<file path="config.mk">
export PLATFORM = sky130hd
export DESIGN_NAME = nested_context_table
export DESIGN_NICKNAME = d
export VERILOG_FILES = /design/src/rtl/core/ntab_pkg.sv /design/src/rtl/core/nested_context_table.sv
export SDC_FILE = /design/constraint.sdc
export NUM_CORES = 1
export LEC_CHECK = 0
export ABC_AREA = 1
export BUFFER_PORTS_ARGS = -buffer_cell sky130_fd_sc_hd__buf_2
export CAP_MARGIN = 20
export CORE_MARGIN = 2
export CORE_UTILIZATION = 51
export DETAILED_ROUTE_END_ITERATION = 8
export PLACE_DENSITY = 0.66
export SLEW_MARGIN = 15
export SYNTH_ARGS = -nofsm -noshare
export SYNTH_HDL_FRONTEND = slang
export SYNTH_SLANG_ARGS = --single-unit
</file>
<file path="constraint.sdc">
create_clock -name i_clk -period 5.9 [get_ports i_clk]
set_clock_uncertainty 0.15 [all_clocks]
set_input_delay 1.18 -clock i_clk [delete_from_list [all_inputs] [get_ports i_clk]]
set_output_delay 1.18 -clock i_clk [all_outputs]
set_load 0.02 [all_outputs]
</file>
<file path="src/rtl/core/ntab_pkg.sv">
// ----------------------------------------------------------------------------
// ntab_pkg
// Shared types and constants of the nested context table.
// ----------------------------------------------------------------------------
package ntab_pkg;

    localparam int NUM_ENTRIES     = 8;
    localparam int USER_COUNT_BITS = 8;
    localparam int IDX_W           = (NUM_ENTRIES > 1) ? $clog2(NUM_ENTRIES) : 1;
    localparam int KEY_W           = 64;
    localparam int VMID_SHIFT      = 48;
    localparam int VMID_MAX_WIDTH  = 16;
    localparam int VMID_CFG_W      = 5;

    localparam logic [USER_COUNT_BITS-1:0] COUNT_MAX  = '1;
    localparam logic [3:0]                 HOST_INDEX = 4'(NUM_ENTRIES);
    localparam logic [VMID_CFG_W-1:0]      VMID_WIDTH_RESET = 5'd8;

    localparam logic OP_LOAD = 1'b0;
    localparam logic OP_PUT  = 1'b1;

    // Request item.
    typedef struct packed {
        logic             operation;
        logic [KEY_W-1:0] base_value;
        logic             nested_enable;
        logic             hyp_context;
        logic [3:0]       held_entry;
    } t_req;

    // Result item.
    typedef struct packed {
        logic [3:0] entry_index;
        logic       hit;
        logic       cleanup_needed;
        logic       table_full;
    } t_rsp;

    // One table entry as stored in memory (key bit 0 is always clear, not kept).
    typedef struct packed {
        logic [KEY_W-1:1]           key;
        logic                       nested;
        logic [USER_COUNT_BITS-1:0] users;
    } t_entry;

endpackage

</file>
<file path="src/rtl/core/nested_context_table.sv">
// ----------------------------------------------------------------------------
// nested_context_table
// Operation: a put of the host or beyond the table, or a hypervisor load, gives
// its result in the cycle after start; a put of a table entry reads the entry,
// goes through S_PUT and gives its result. A table load walks the entries in
// order and gives its result after the compare of the entry that hits, or after
// the last entry on a miss or a full table.
// Items: one at a time; busy holds off start while a table walk or the put
// of a table entry runs, and the next item may start in the cycle that shows
// the result. Results cannot be stalled.
// Reset: synchronous, active low; clears valid bits and control, sets
// vmid_width to 8.
// ----------------------------------------------------------------------------
module nested_context_table (
    input  logic                          i_clk,
    input  logic                          i_rst_n,
    input  logic                          start,
    output logic                          busy,
    input  ntab_pkg::t_req                i_req,
    output logic                          o_done,
    output ntab_pkg::t_rsp                o_result,
    input  logic                          i_cfg_we,
    input  logic [ntab_pkg::VMID_CFG_W-1:0] i_cfg_wdata
);

    typedef enum logic [1:0] {
        S_IDLE,
        S_SCAN,
        S_PUT
    } t_state;

    localparam logic [ntab_pkg::IDX_W-1:0] LAST_IDX =
        ntab_pkg::IDX_W'(ntab_pkg::NUM_ENTRIES - 1);

    t_state                          r_state;
    ntab_pkg::t_req                  r_req;
    logic [ntab_pkg::VMID_CFG_W-1:0] r_vmid_width;
    logic [ntab_pkg::NUM_ENTRIES-1:0] r_valid;     // entry has been used before
    logic [ntab_pkg::IDX_W-1:0]      r_cmp_idx;   // index of entry in r_rd_data
    logic                            r_free_found;
    logic [ntab_pkg::IDX_W-1:0]      r_free_idx;
    logic                            r_free_clean;
    logic                            r_done;
    logic                            n_done;
    ntab_pkg::t_rsp                  r_result;

    // Entry memory: one read port with registered data, one write port.
    ntab_pkg::t_entry                mem [ntab_pkg::NUM_ENTRIES];
    ntab_pkg::t_entry                r_rd_data;
    logic                            mem_rd_en;
    logic [ntab_pkg::IDX_W-1:0]      mem_rd_addr;
    logic                            mem_wr_en;
    logic [ntab_pkg::IDX_W-1:0]      mem_wr_addr;
    ntab_pkg::t_entry                mem_wr_data;

    // Compare logic for the entry currently on the read data.
    logic [ntab_pkg::VMID_CFG_W-1:0] vmid_w;
    logic [ntab_pkg::VMID_MAX_WIDTH-1:0] vmid_mask;
    logic [ntab_pkg::VMID_MAX_WIDTH-1:0] vmid_req;
    logic [ntab_pkg::VMID_MAX_WIDTH-1:0] vmid_ent;
    logic                            cur_valid;
    logic                            cur_match;
    logic                            cur_free;
    logic                            put_in_range;
    logic [ntab_pkg::IDX_W-1:0]      held_idx;
    logic                            claim_ok;
    logic [ntab_pkg::IDX_W-1:0]      claim_idx;
    logic                            claim_clean;

    assign busy     = (r_state != S_IDLE);
    assign o_done   = r_done;
    assign o_result = r_result;

    assign held_idx     = ntab_pkg::IDX_W'(r_req.held_entry);
    assign put_in_range = (i_req.held_entry < ntab_pkg::HOST_INDEX);

    // VMID field: bits from 48 upward, width clamped to 16.
    always_comb begin
        vmid_w    = (r_vmid_width > ntab_pkg::VMID_CFG_W'(ntab_pkg::VMID_MAX_WIDTH))
                    ? ntab_pkg::VMID_CFG_W'(ntab_pkg::VMID_MAX_WIDTH) : r_vmid_width;
        vmid_mask = ntab_pkg::VMID_MAX_WIDTH'((17'd1 << vmid_w) - 17'd1);
        vmid_req  = r_req.base_value[ntab_pkg::KEY_W-1:ntab_pkg::VMID_SHIFT] & vmid_mask;
        vmid_ent  = r_rd_data.key[ntab_pkg::KEY_W-1:ntab_pkg::VMID_SHIFT] & vmid_mask;
    end

    // Match and free test; an entry never used is free and never matches.
    always_comb begin
        cur_valid = r_valid[r_cmp_idx];
        if (r_req.nested_enable) begin
            cur_match = cur_valid && r_rd_data.nested &&
                        (r_rd_data.key == r_req.base_value[ntab_pkg::KEY_W-1:1]);
        end else begin
            cur_match = cur_valid && !r_rd_data.nested && (vmid_ent == vmid_req);
        end
        cur_free = !cur_valid || (r_rd_data.users == '0);

        // First free entry, counting the one on the read data now.
        if (r_free_found) begin
            claim_ok    = 1'b1;
            claim_idx   = r_free_idx;
            claim_clean = r_free_clean;
        end else begin
            claim_ok    = cur_free;
            claim_idx   = r_cmp_idx;
            claim_clean = cur_valid;
        end
    end

    // Result strobe for the next cycle.
    always_comb begin
        unique case (r_state)
            S_IDLE: begin
                // Host or out-of-range put and hypervisor load answer at once.
                n_done = start && ((i_req.operation == ntab_pkg::OP_PUT)
                                   ? !put_in_range : i_req.hyp_context);
            end
            S_SCAN: begin
                n_done = cur_match || (r_cmp_idx == LAST_IDX);
            end
            S_PUT: begin
                n_done = 1'b1;
            end
            default: begin
                n_done = 1'b0;
            end
        endcase
    end

    // Memory port control.
    always_comb begin
        mem_rd_en   = 1'b0;
        mem_rd_addr = '0;
        mem_wr_en   = 1'b0;
        mem_wr_addr = r_cmp_idx;
        mem_wr_data = r_rd_data;
        unique case (r_state)
            S_IDLE: begin
                // Read entry 0 for a walk, or the held entry for a put.
                mem_rd_en   = start;
                mem_rd_addr = (i_req.operation == ntab_pkg::OP_PUT)
                              ? ntab_pkg::IDX_W'(i_req.held_entry) : '0;
            end
            S_SCAN: begin
                // Keep the walk going one entry ahead of the compare.
                mem_rd_en   = (r_cmp_idx != LAST_IDX);
                mem_rd_addr = r_cmp_idx + 1'b1;
                if (cur_match) begin
                    mem_wr_en         = 1'b1;
                    mem_wr_addr       = r_cmp_idx;
                    mem_wr_data       = r_rd_data;
                    if (r_rd_data.users != ntab_pkg::COUNT_MAX) begin
                        mem_wr_data.users = r_rd_data.users + 1'b1;
                    end
                end else if (r_cmp_idx == LAST_IDX && claim_ok) begin
                    mem_wr_en          = 1'b1;
                    mem_wr_addr        = claim_idx;
                    mem_wr_data.key    = r_req.base_value[ntab_pkg::KEY_W-1:1];
                    mem_wr_data.nested = r_req.nested_enable;
                    mem_wr_data.users  = ntab_pkg::USER_COUNT_BITS'(1);
                end
            end
            S_PUT: begin
                // Drop one user from a used entry that still has any.
                mem_wr_addr       = held_idx;
                mem_wr_data       = r_rd_data;
                mem_wr_data.users = r_rd_data.users - 1'b1;
                mem_wr_en         = r_valid[held_idx] && (r_rd_data.users != '0);
            end
            default: begin
                mem_rd_en = 1'b0;
            end
        endcase
    end

    always_ff @(posedge i_clk) begin
        if (mem_rd_en) begin
            r_rd_data <= mem[mem_rd_addr];
        end
        if (mem_wr_en) begin
            mem[mem_wr_addr] <= mem_wr_data;
        end
    end

    // Configuration register.
    always_ff @(posedge i_clk) begin
        if (!i_rst_n) begin
            r_vmid_width <= ntab_pkg::VMID_WIDTH_RESET;
        end else if (i_cfg_we) begin
            r_vmid_width <= i_cfg_wdata;
        end
    end

    // Sequencer: state, request hold, walk bookkeeping and the result.
    always_ff @(posedge i_clk) begin
        if (!i_rst_n) begin
            r_state      <= S_IDLE;
            r_valid      <= '0;
            r_done       <= 1'b0;
            r_free_found <= 1'b0;
            r_cmp_idx    <= '0;
        end else begin
            r_done <= n_done;
            unique case (r_state)
                S_IDLE: begin
                    if (start) begin
                        r_req        <= i_req;
                        r_cmp_idx    <= '0;
                        r_free_found <= 1'b0;
                        if (i_req.operation == ntab_pkg::OP_PUT) begin
                            r_result <= '0;
                            // Host or out-of-range put stays idle.
                            if (put_in_range) begin
                                r_state <= S_PUT;
                            end
                        end else if (i_req.hyp_context) begin
                            r_result <= '{entry_index: ntab_pkg::HOST_INDEX, hit: 1'b0,
                                          cleanup_needed: 1'b0, table_full: 1'b0};
                        end else begin
                            r_result <= '0;
                            r_state  <= S_SCAN;
                        end
                    end
                end
                S_SCAN: begin
                    if (cur_match) begin
                        r_result.entry_index <= 4'(r_cmp_idx);
                        r_result.hit         <= 1'b1;
                        r_state              <= S_IDLE;
                    end else if (r_cmp_idx == LAST_IDX) begin
                        if (claim_ok) begin
                            r_valid[claim_idx]      <= 1'b1;
                            r_result.entry_index    <= 4'(claim_idx);
                            r_result.cleanup_needed <= claim_clean;
                        end else begin
                            r_result.table_full <= 1'b1;
                        end
                        r_state <= S_IDLE;
                    end else begin
                        // Hold the first free entry seen; keep looking for a hit.
                        if (!r_free_found && cur_free) begin
                            r_free_found <= 1'b1;
                            r_free_idx   <= r_cmp_idx;
                            r_free_clean <= cur_valid;
                        end
                        r_cmp_idx <= r_cmp_idx + 1'b1;
                    end
                end
                S_PUT: begin
                    r_state <= S_IDLE;
                end
                default: begin
                    r_state <= S_IDLE;
                end
            endcase
        end
    end

endmodule

</file>
Word level (Yosys, flattened, before mapping)

Memory sizes are Yosys's and may differ from the RTL's. A register that Yosys moved wholly into a read port is not among the register bits.
Index checks and enable logic that the tools add are counted.

Register bits: 99
Bits in writable memories: 576
Input port bits: 80
Output and inout bits: 9
Word-level logic and storage cells: 137
Memories: 1

Memories:

| name | depth | width | read ports | clocked after Yosys merged registers in | write ports | RTL line                   | text |
|---|---|---|---|---|---|---|---|
| mem  | 8     | 72    | 1          | 1                                       | 1           | nested_context_table.sv:48 | `ntab_pkg::t_entry mem [ntab_pkg::NUM_ENTRIES];` |

Add/sub/neg operators: 4
$lt $le $gt $ge: 6
Eq/ne operators: 19
Shift-type cells: 1
Mux-type cells: 56
Bitwise operators: 5
Reduce and logical (&&, ||, !) cells: 30

Operator list:

| cell                                                       | count |
|---|---|
| 2-to-1 mux 72 bit                                          | 2 |
| case mux 72 bit (2 select lines)                           | 1 |
| equality test 63 bit                                       | 1 |
| bitwise AND 16 bit                                         | 2 |
| 2-to-1 mux 3 bit                                           | 7 |
| 2-to-1 mux 7 bit                                           | 3 |
| 2-to-1 mux 1 bit                                           | 18 |
| case mux 3 bit (2 select lines)                            | 3 |
| equality test 16 bit                                       | 1 |
| 2-to-1 mux 2 bit                                           | 8 |
| != test 2 bit, second input constant                       | 8 |
| AND reduction 4 bit                                        | 4 |
| left shift 1 x 5 -> 16 bit, first input constant           | 1 |
| subtractor 16 x 1 -> 16 bit, second input constant         | 1 |
| != test 3 bit, second input constant                       | 5 |
| AND reduction 5 bit                                        | 3 |
| case mux 7 bit (2 select lines)                            | 1 |
| less-than comparator 3 x 4 -> 1 bit, second input constant | 3 |
| 2-to-1 mux 4 bit                                           | 3 |
| AND reduction 6 bit                                        | 2 |
| logical AND 1 bit                                          | 9 |
| adder 8 x 1 -> 8 bit, second input constant                | 1 |
| zero test 8 bit                                            | 1 |
| 2-to-1 mux 8 bit                                           | 1 |
| other kinds (23)                                           | 32 |

Depth between registers and ports, before layout

Gate-level depths: netlist of run 1.

Depth in word-level cells: 12
Depth in mapped cells: 25
Mapped depth without buffers: 23

Worst setup path before layout of run 1

OpenSTA, ideal clock, no wires.

Path type: register -> register
Start point: register r_vmid_width[0] (netlist bit)
End point: memory mem[2][0] (netlist bit), enable pin
Setup time: 0.502 ns
Arrival: 5.455 ns
Required time: 5.248 ns
Setup slack: -0.207 ns
Cell stages (with the launch flop): 21
Path buffers: 1
Clock period less this slack: 6.107 ns
Cell sequence: dfxtp_1 > inv_1 > nor4_1 > nand2_1 > ha_1 > nand2_1 > clkinv_1 > nand3_1 > nand2_1 > nand3_1 > nand2_1 > nor3_2 > nand2_2 > nand2_4 > buf_6 > nand2_1 > nand2_1 > nand2_1 > a21oi_1 > nand2_1 > nor2_1

Word-level cells in the longest chain between the ends: 12
Elaborated cells on any way between the ends: 15
Classes of those cells: add/sub: 1; order compare: 1; eq/ne: 1; shift: 1; mux: 8; bitwise: 2; reduce/logical: 1

Ends and longest elaborated chain:

| what                                   | RTL line                                               | text |
|---|---|---|
| start, declared                        | nested_context_table.sv:37                             | `logic [ntab_pkg::VMID_CFG_W-1:0] r_vmid_width;` |
| start signal, assigned                 | nested_context_table.sv:187                            | `r_vmid_width <= ntab_pkg::VMID_WIDTH_RESET;` |
| start signal, assigned                 | nested_context_table.sv:189                            | `r_vmid_width <= i_cfg_wdata;` |
| > comparator 5 bit                     | nested_context_table.sv:79                             | `vmid_w = (r_vmid_width > ntab_pkg::VMID_CFG_W'(ntab_pkg::VMID_MAX_WIDTH))` |
| 2-to-1 mux 5 bit (*)                   | nested_context_table.sv:80                             | `? ntab_pkg::VMID_CFG_W'(ntab_pkg::VMID_MAX_WIDTH) : r_vmid_width;` |
| left shift 1 x 5 -> 16 bit (*)         | nested_context_table.sv:81                             | `vmid_mask = ntab_pkg::VMID_MAX_WIDTH'((17'd1 << vmid_w) - 17'd1);` |
| subtractor 16 x 1 -> 16 bit (*)        | nested_context_table.sv:81                             |  |
| bitwise AND 16 bit (on tied branches)  | nested_context_table.sv:83, nested_context_table.sv:82 |  |
| equality test 16 bit (*)               | nested_context_table.sv:93                             | `cur_match = cur_valid && !r_rd_data.nested && (vmid_ent == vmid_req);` |
| logical AND 1 bit (*)                  | nested_context_table.sv:93                             |  |
| 2-to-1 mux 1 bit (*)                   | nested_context_table.sv:89                             | `if (r_req.nested_enable) begin` |
| 2-to-1 mux 1 bit                       | nested_context_table.sv:147                            | `if (cur_match) begin` |
| case mux 1 bit (2 select lines)        | nested_context_table.sv:136                            | `unique case (r_state)` |
| 2-to-1 mux 1 bit                       | nested_context_table.sv:179                            | `if (mem_wr_en) begin` |
| 2-to-1 mux 1 bit (not written as such) | nested_context_table.sv:180                            | `mem[mem_wr_addr] <= mem_wr_data;` |
| end, declared                          | nested_context_table.sv:48                             |  |

Mark *: on every way between the ends. The rest lies on a longest branch, timed or not.

Worst setup path after layout of run 1

Start point: register r_vmid_width[0] (netlist bit)
End point: memory mem[7][67] (netlist bit), enable pin

The elaborated chain is that of the path after synthesis.

==> results of run 1 <==
-- cell usage after synthesis, types with 4 or more instances --
library cell / count
o211ai_1: 4
buf_6: 7
nand3_1: 47
edfxtp_1: 726
clkbuf_1: 111
a22oi_1: 5
o21ai_0: 374
nor3_1: 6
o21bai_1: 72
a31oi_1: 77
a21oi_1: 104
o21ai_1: 76
buf_4: 4
ha_1: 9
nor4_1: 7
o22ai_1: 76
nor3b_1: 6
dfxtp_1: 20
or2_2: 17
buf_1: 18
inv_2: 5
inv_1: 131
buf_2: 7
nand2_1: 125
nand4_1: 31
nor2_1: 438
xor2_1: 30
xnor2_1: 15
-- metal layers --
metal	vias to the layer above	share of wire	track usage
met4	0	0.022	0.0595
met3	110	0.073	0.0384
li1	9488	-	-
met1	10100	0.44	0.338
met5	-	0	0
met2	808	0.47	0.375
-- power by group through the flow --
stage	Combinational [W]	Sequential [W]	Clock [W]
floorplan	0.00209	0.00707	0
global placement	0.00293	0.00711	0
detailed placement	0.00305	0.00712	0
CTS	0.00307	0.00701	0.00481
global route	0.00344	0.00704	0.00501
finish	0.00307	0.00702	0.00475
-- critical path, cell delays in order (launching register included) --
cell      delay (ps)
dfxtp_1          470
inv_1            110
nor4_1           370
nand2_1          120
ha_1             250
nand2_1          160
clkinv_1         130
nand3_1          120
nand2_1           60
nand3_1           70
nand2_1           70
nor3_2           170
nand2_2          130
nand2_4          180
nor2_1            80
o21ai_1          200
nand3_1          350
nor2_4           820
buf_4            350
-- stage by stage --
step | power [W] | std cells | instance area, um^2
floorplan | 0.00916 | 2571 | 31100
global placement | 0.0100 | 3328 | 32600
detailed placement | 0.0102 | 3328 | 32600
CTS | 0.0149 | 3461 | 35000
global route | 0.0155 | 3461 | 35000
finish | 0.0148 | 3461 | 35000
-- final cells by class --
type | count | area (um^2)
Clock buffer | 97 | 2020
Timing Repair Buffer | 122 | 948
Multi-Input combinational cell | 1538 | 7890
Clock inverter | 36 | 413
Fill cell | 4786 | 25400
Sequential cell | 746 | 22200
Tap cell | 782 | 978
Inverter | 140 | 538
-- final timing paths --
kind	start	end	cells past startpoint
worst max-delay path	r_vmid_width[0]$_SDFFE_PN0P_	mem[7][67]$_DFFE_PP_	18
worst min-delay path	r_valid[1]$_SDFFE_PN0P_	r_valid[1]$_SDFFE_PN0P_	2
worst max register to register	r_vmid_width[0]$_SDFFE_PN0P_	mem[7][67]$_DFFE_PP_	18
worst min register to register	r_valid[1]$_SDFFE_PN0P_	r_valid[1]$_SDFFE_PN0P_	2
-- cells by family after synthesis --
group	synth area share
simple gates	0.0922
xor+xnor	0.0127
compound gates	0.141
buf+inv	0.0371
fa+ha+maj	0.00362
flops	0.713
-- state kept, by name, summed over array words and instances, names as in the netlist --
name / flops
r_rd_data: 72
r_state: 2
held_idx: 3
r_free_idx: 3
r_valid: 8
mem: 576
r_cmp_idx: 3
r_vmid_width: 5
o_done: 1
o_result: 7
r_free_clean: 1
r_free_found: 1
r_req: 64
==> key figures, run 1 <==
Yosys
  • Post-synth top flop: edfxtp_1
  • Mapped Nets: 2,660
  • Syn Inst Count: 2,571
  • Cell taking the most area after synthesis: edfxtp_1
  • Sequential share of the synthesized area: 0.713
  • Synth warnings: 0
  • EDFF count, synth: 726
  • Number of distinct library cells after synthesis: 42
  • Synth area leaders: edfxtp_1 (70%), o21ai_0 (6.0%), nor2_1 (5.3%)
  • Cell Area, Synth: 31,100 um^2
  • Synthesized flop and latch total: 746
  • Async set-reset flop share out of synthesis: 0
  • Syn_area_per_cell: 12.1 um^2
  • Synth top area share: 0.700

Floorplanning
  • Die area: 63,000 um^2
  • IO Pins: 89
  • Core area: 60,400 um^2
  • Die width: 251 um
  • Initial Util: 0.516
  • Row count: 90
  • Die Y: 251 um

GRT
  • Total grt overflow: 0
  • Initial antenna violation count: 0
  • Largest net degree at the start of global routing: 217
  • GRT Total Usage: 0.234
  • Number of global-route vias before repair: 19,900
  • First-pass GRT wire length: 114,000 um

Pwr
  • Clk pwr share: 0.320
  • Switching pwr: 0.00445 W
  • Reg power frac: 0.473
  • Switching share of power: 0.300
  • Logic pwr share: 0.207
  • Internal power: 0.0104 W
  • PwrDens: 424 nW/um^2
  • LEAKAGE: 11.9 nW
  • IR drop worst, VDD: 375 uV

STA
  • Final setup violation count: 0
  • Minimum clock period: 4710 ps
  • Hold_ws: 331 ps
  • Slew headroom: 0.233
  • Measured slew at the worst slew-check pin: 1150 ps
  • Fin worst setup slack: 1190 ps
  • Setup TNS: 0 ps
  • Final period utilization: 0.799
  • RSZ-0062 raised after global routing: false
  • Max Slew Vio Count: 0
  • Final-report hold violation count: 0
  • Max Fclk: 212 MHz

Clock network
  • CTS tree: done
  • Sinks on Clock Net: 746
  • Clock tree root buffer cell: clkbuf_16
  • Setup Buffers After CTS: 0
  • H-tree lvl count: 3
  • Post-CTS sizing: 0
  • CTS max path bufs: 3
  • Hold-fix buffers, CTS: 0
  • Clk slew on worst S/H paths: 70 ps
  • CTS Buf Count: 77
  • Clk Latency, worst-skew pair: 620 ps

Layout
  • Inserted Diodes: 0
  • Most frequent cells in the layout: edfxtp_1 (726), nor2_1 (428), o21ai_0 (374), inv_1 (130), nand2_1 (122)
  • Syn-to-layout area delta: 12.4%
  • Final nets: 2,714
  • Share of post-route cells with drive strength above 1: 0.103
  • Final Util: 0.580
  • Most common cell after layout, fill and taps aside: edfxtp_1

Detailed routing
  • Routed WL: 73,800 um
  • WL/cell: 21.3 um
  • Vias: 20,500
  • DRC Markers: 0
  • Antenna-violating nets left: 0
  • 1st-pass router iterations: 5
  • Via density: 5.92
  • Initial DRC Count: 2,088

Worst setup path
  • Worst Path Max Fanout: 19
  • Crit path kind: flip-flop to flip-flop
  • Worst setup EP type: flip-flop
  • R2r setup slk: 1190 ps
  • Worst path required time: 6040 ps
  • Critical path launch point type: flip-flop
  • WP data arrival: 4860 ps

Place
  • Gpl congestion: 0.865
  • DP HPWL: 38,800 um
  • Buffers on Ports: 87
  • Worst slack, placed: 1240 ps

Hold path
  • Hold Crit Class: flip-flop to flip-flop

Status
  • Status: finished clean

Job
  • Max-cap violations: 0
(Power assumes the default switching activity.)
==> inputs of run 2 (changes only) <==
ABC_AREA = 0   (was 1)
PLACE_DENSITY = 0.63   (was 0.66)
clock period = 4.7 ns   (was 5.9 ns; I/O delays follow)
==> key figures, run 2 <==
Status
  • Status: finished clean

Detailed routing
  • DRC Markers: 0
  • Antenna-violating nets left: 0
  • Routed WL: 76,600 um
  • Initial DRC Count: 1,883
  • 1st-pass router iterations: 8
  • WL/cell: 22.7 um
  • Via density: 5.92
  • Vias: 20,000

Clock network
  • CTS Buf Count: 80
  • Sinks on Clock Net: 746
  • Hold-fix buffers, CTS: 0
  • CTS tree: done
  • Clock tree root buffer cell: clkbuf_16
  • H-tree lvl count: 3
  • CTS max path bufs: 3
  • Clk slew on worst S/H paths: 60 ps
  • Clk Latency, worst-skew pair: 630 ps

Worst setup path
  • Worst setup EP type: flip-flop
  • CP dominant cell by count: nand4_1
  • Critical Path Slowest Stage Cell: or4_1
  • WP data arrival: 4610 ps
  • Worst Path Max Fanout: 33
  • Critical path launch point type: flip-flop
  • Crit path kind: flip-flop to flip-flop
  • R2r setup slk: 220 ps
  • CP cell instances: xnor2_1, nand4_1, or4_1, nor4_1, buf_4, nand4_1, o211a_4, a221oi_1, nand2_1, nor2_4, buf_12
  • Worst path required time: 4840 ps
  • Slowest stage delay, CP: 510 ps

Layout
  • Biggest registers after layout: mem (576), r_rd_data (72), r_req (64)
  • Most frequent cells in the layout: edfxtp_1 (726), nand2_1 (691), nand3_1 (377), o21ai_0 (93), buf_2 (87)
  • Share of post-route cells with drive strength above 1: 0.118
  • Max FFs per register: 576
  • Final nets: 2,619
  • Final Util: 0.595
  • Final std cell area, no fill: 35,200 um^2
  • Syn-to-layout area delta: 14.8%
  • Top reg by flops: mem
  • Most common cell after layout, fill and taps aside: edfxtp_1

Floorplanning
  • Row count: 89
  • Die area: 62,200 um^2
  • Die width: 249 um
  • IO Pins: 89
  • Die Y: 249 um
  • Core area: 59,200 um^2
  • Initial Util: 0.518

Yosys
  • Compound-Gate Fraction of Synth Area: 0.0560
  • Simple-gate share of the synthesized area: 0.169
  • Adder-cell share of the synthesized area: 0.00367
  • Cell Area, Synth: 30,700 um^2
  • Synth warnings: 0
  • Main combinational cell family by area after synthesis: simple AND/OR/NAND/NOR gates
  • Syn Inst Count: 2,437
  • Mux share of post-synthesis cell area: 0.00864
  • Synth area leaders: edfxtp_1 (71%), nand2_1 (8.5%), nand3_1 (6.1%)
  • Number of distinct library cells after synthesis: 68
  • Top-count cell post-synth: edfxtp_1
  • Synthesized flop and latch total: 746
  • Async set-reset flop share out of synthesis: 0
  • Synth cell count leaders: edfxtp_1 (726), nand2_1 (693), nand3_1 (377)
  • Post-Synth XOR/XNOR Area: 0.0143
  • EDFF count, synth: 726
  • Cell taking the most area after synthesis: edfxtp_1
  • Synth top area share: 0.710
  • Mapped Nets: 2,526
  • Syn_area_per_cell: 12.6 um^2
  • Post-synth top flop: edfxtp_1
  • Sequential share of the synthesized area: 0.723

GRT
  • First-pass GRT wire length: 116,000 um
  • Largest net degree at the start of global routing: 157
  • Number of global-route vias before repair: 19,300
  • GRT Total Usage: 0.246
  • Initial antenna violation count: 1
  • Total grt overflow: 0

STA
  • RSZ-0062 raised after global routing: false
  • Max Slew Vio Count: 0
  • Setup TNS: 0 ps
  • Hold_ws: 331 ps
  • Final period utilization: 0.953
  • Max Fclk: 223 MHz
  • Final-report hold violation count: 0
  • Minimum clock period: 4480 ps
  • Measured slew at the worst slew-check pin: 1130 ps
  • Slew headroom: 0.249
  • Final setup violation count: 0

Place
  • Gpl congestion: 0.815
  • Buffers on Ports: 87
  • Dpl cell area: 32,600 um^2
  • DP HPWL: 41,200 um

Pwr
  • PwrDens: 456 nW/um^2
  • IR drop worst, VDD: 364 uV
  • LEAKAGE: 12.6 nW

Hold path
  • Hold Crit Class: input port to flip-flop

Job
  • Max-cap violations: 0
[run 2: worst paths after layout]
check,start,endpoint,depth (start not counted)
max reg2reg,r_req[12]$_DFFE_PP_,mem[3][67]$_DFFE_PP_,11
min reg2reg,r_state[1]$_SDFFE_PN0P_,r_state[1]$_SDFFE_PN0P_,2
max,r_req[12]$_DFFE_PP_,mem[3][67]$_DFFE_PP_,11
min,i_req[47],r_req[47]$_DFFE_PP_,1
[run 2: through the flow]
| stage | setup slack, ps | instances | total power (W) |
|---|---|---|---|
| after floorplan | -283 | 2437 | 0.00925 |
| after global placement | 250 | 3219 | 0.00984 |
| after detailed placement | 215 | 3219 | 0.00989 |
| after CTS | 61.2 | 3366 | 0.0161 |
| after global routing | 6.74 | 3368 | 0.0166 |
| final | 220 | 3370 | 0.0160 |
[run 2: where the power goes]
part / switching (W) / internal, W / total [W] / leakage (nW)
combinational: 0.00126 / 0.000531 / 0.00180 / 4.55
clock: 0.00258 / 0.00370 / 0.00628 / 1.28
sequential: 0.000140 / 0.00783 / 0.00797 / 6.79
total: 0.00398 / 0.0121 / 0.0160 / 12.6
[run 2: logic make-up (layout without fill, tap and decap cells)]
| group | after synthesis | after routing |
|---|---|---|
| simple gates | 1192 | 1192 |
| flops | 746 | 746 |
| compound gates | 246 | 246 |
| buf+inv | 174 | 332 |
| xor+xnor | 50 | 50 |
| mux | 20 | 20 |
| fa+ha+maj | 9 | 9 |
| other cells | 0 | 2 |
[run 2: repair_timing]
item,CTS,global route
gates resized for setup,0,1
setup endpoints to repair,0,129
setup buffers,0,2
[run 2: final cells by class]
| type | count | area (um^2) |
|---|---|---|
| fill | 4561 | 24000 |
| sequential | 746 | 22200 |
| multi-input combinational | 1517 | 7900 |
| clock buffer | 96 | 2100 |
| timing repair buffer | 158 | 1430 |
| tap | 773 | 967 |
| clock inverter | 51 | 520 |
| inverter | 27 | 101 |
| antenna | 2 | 5.00 |
[run 2: worst max-delay path, delay by kind of cell (launching register included)]
family	cells	cell delay, ps
flip-flops	1	420
buffers and inverters	2	510
AND/OR/NAND/NOR	6	1910
XOR/XNOR	1	350
AO/OA/AOI/OAI	2	780
[run 2: routing by layer]
metal	up-vias	global-route usage	share of wire
li1	9086	-	-
met2	793	0.399	0.48
met3	127	0.0397	0.070
met1	9947	0.345	0.43
met4	0	0.0713	0.022
met5	-	0	0
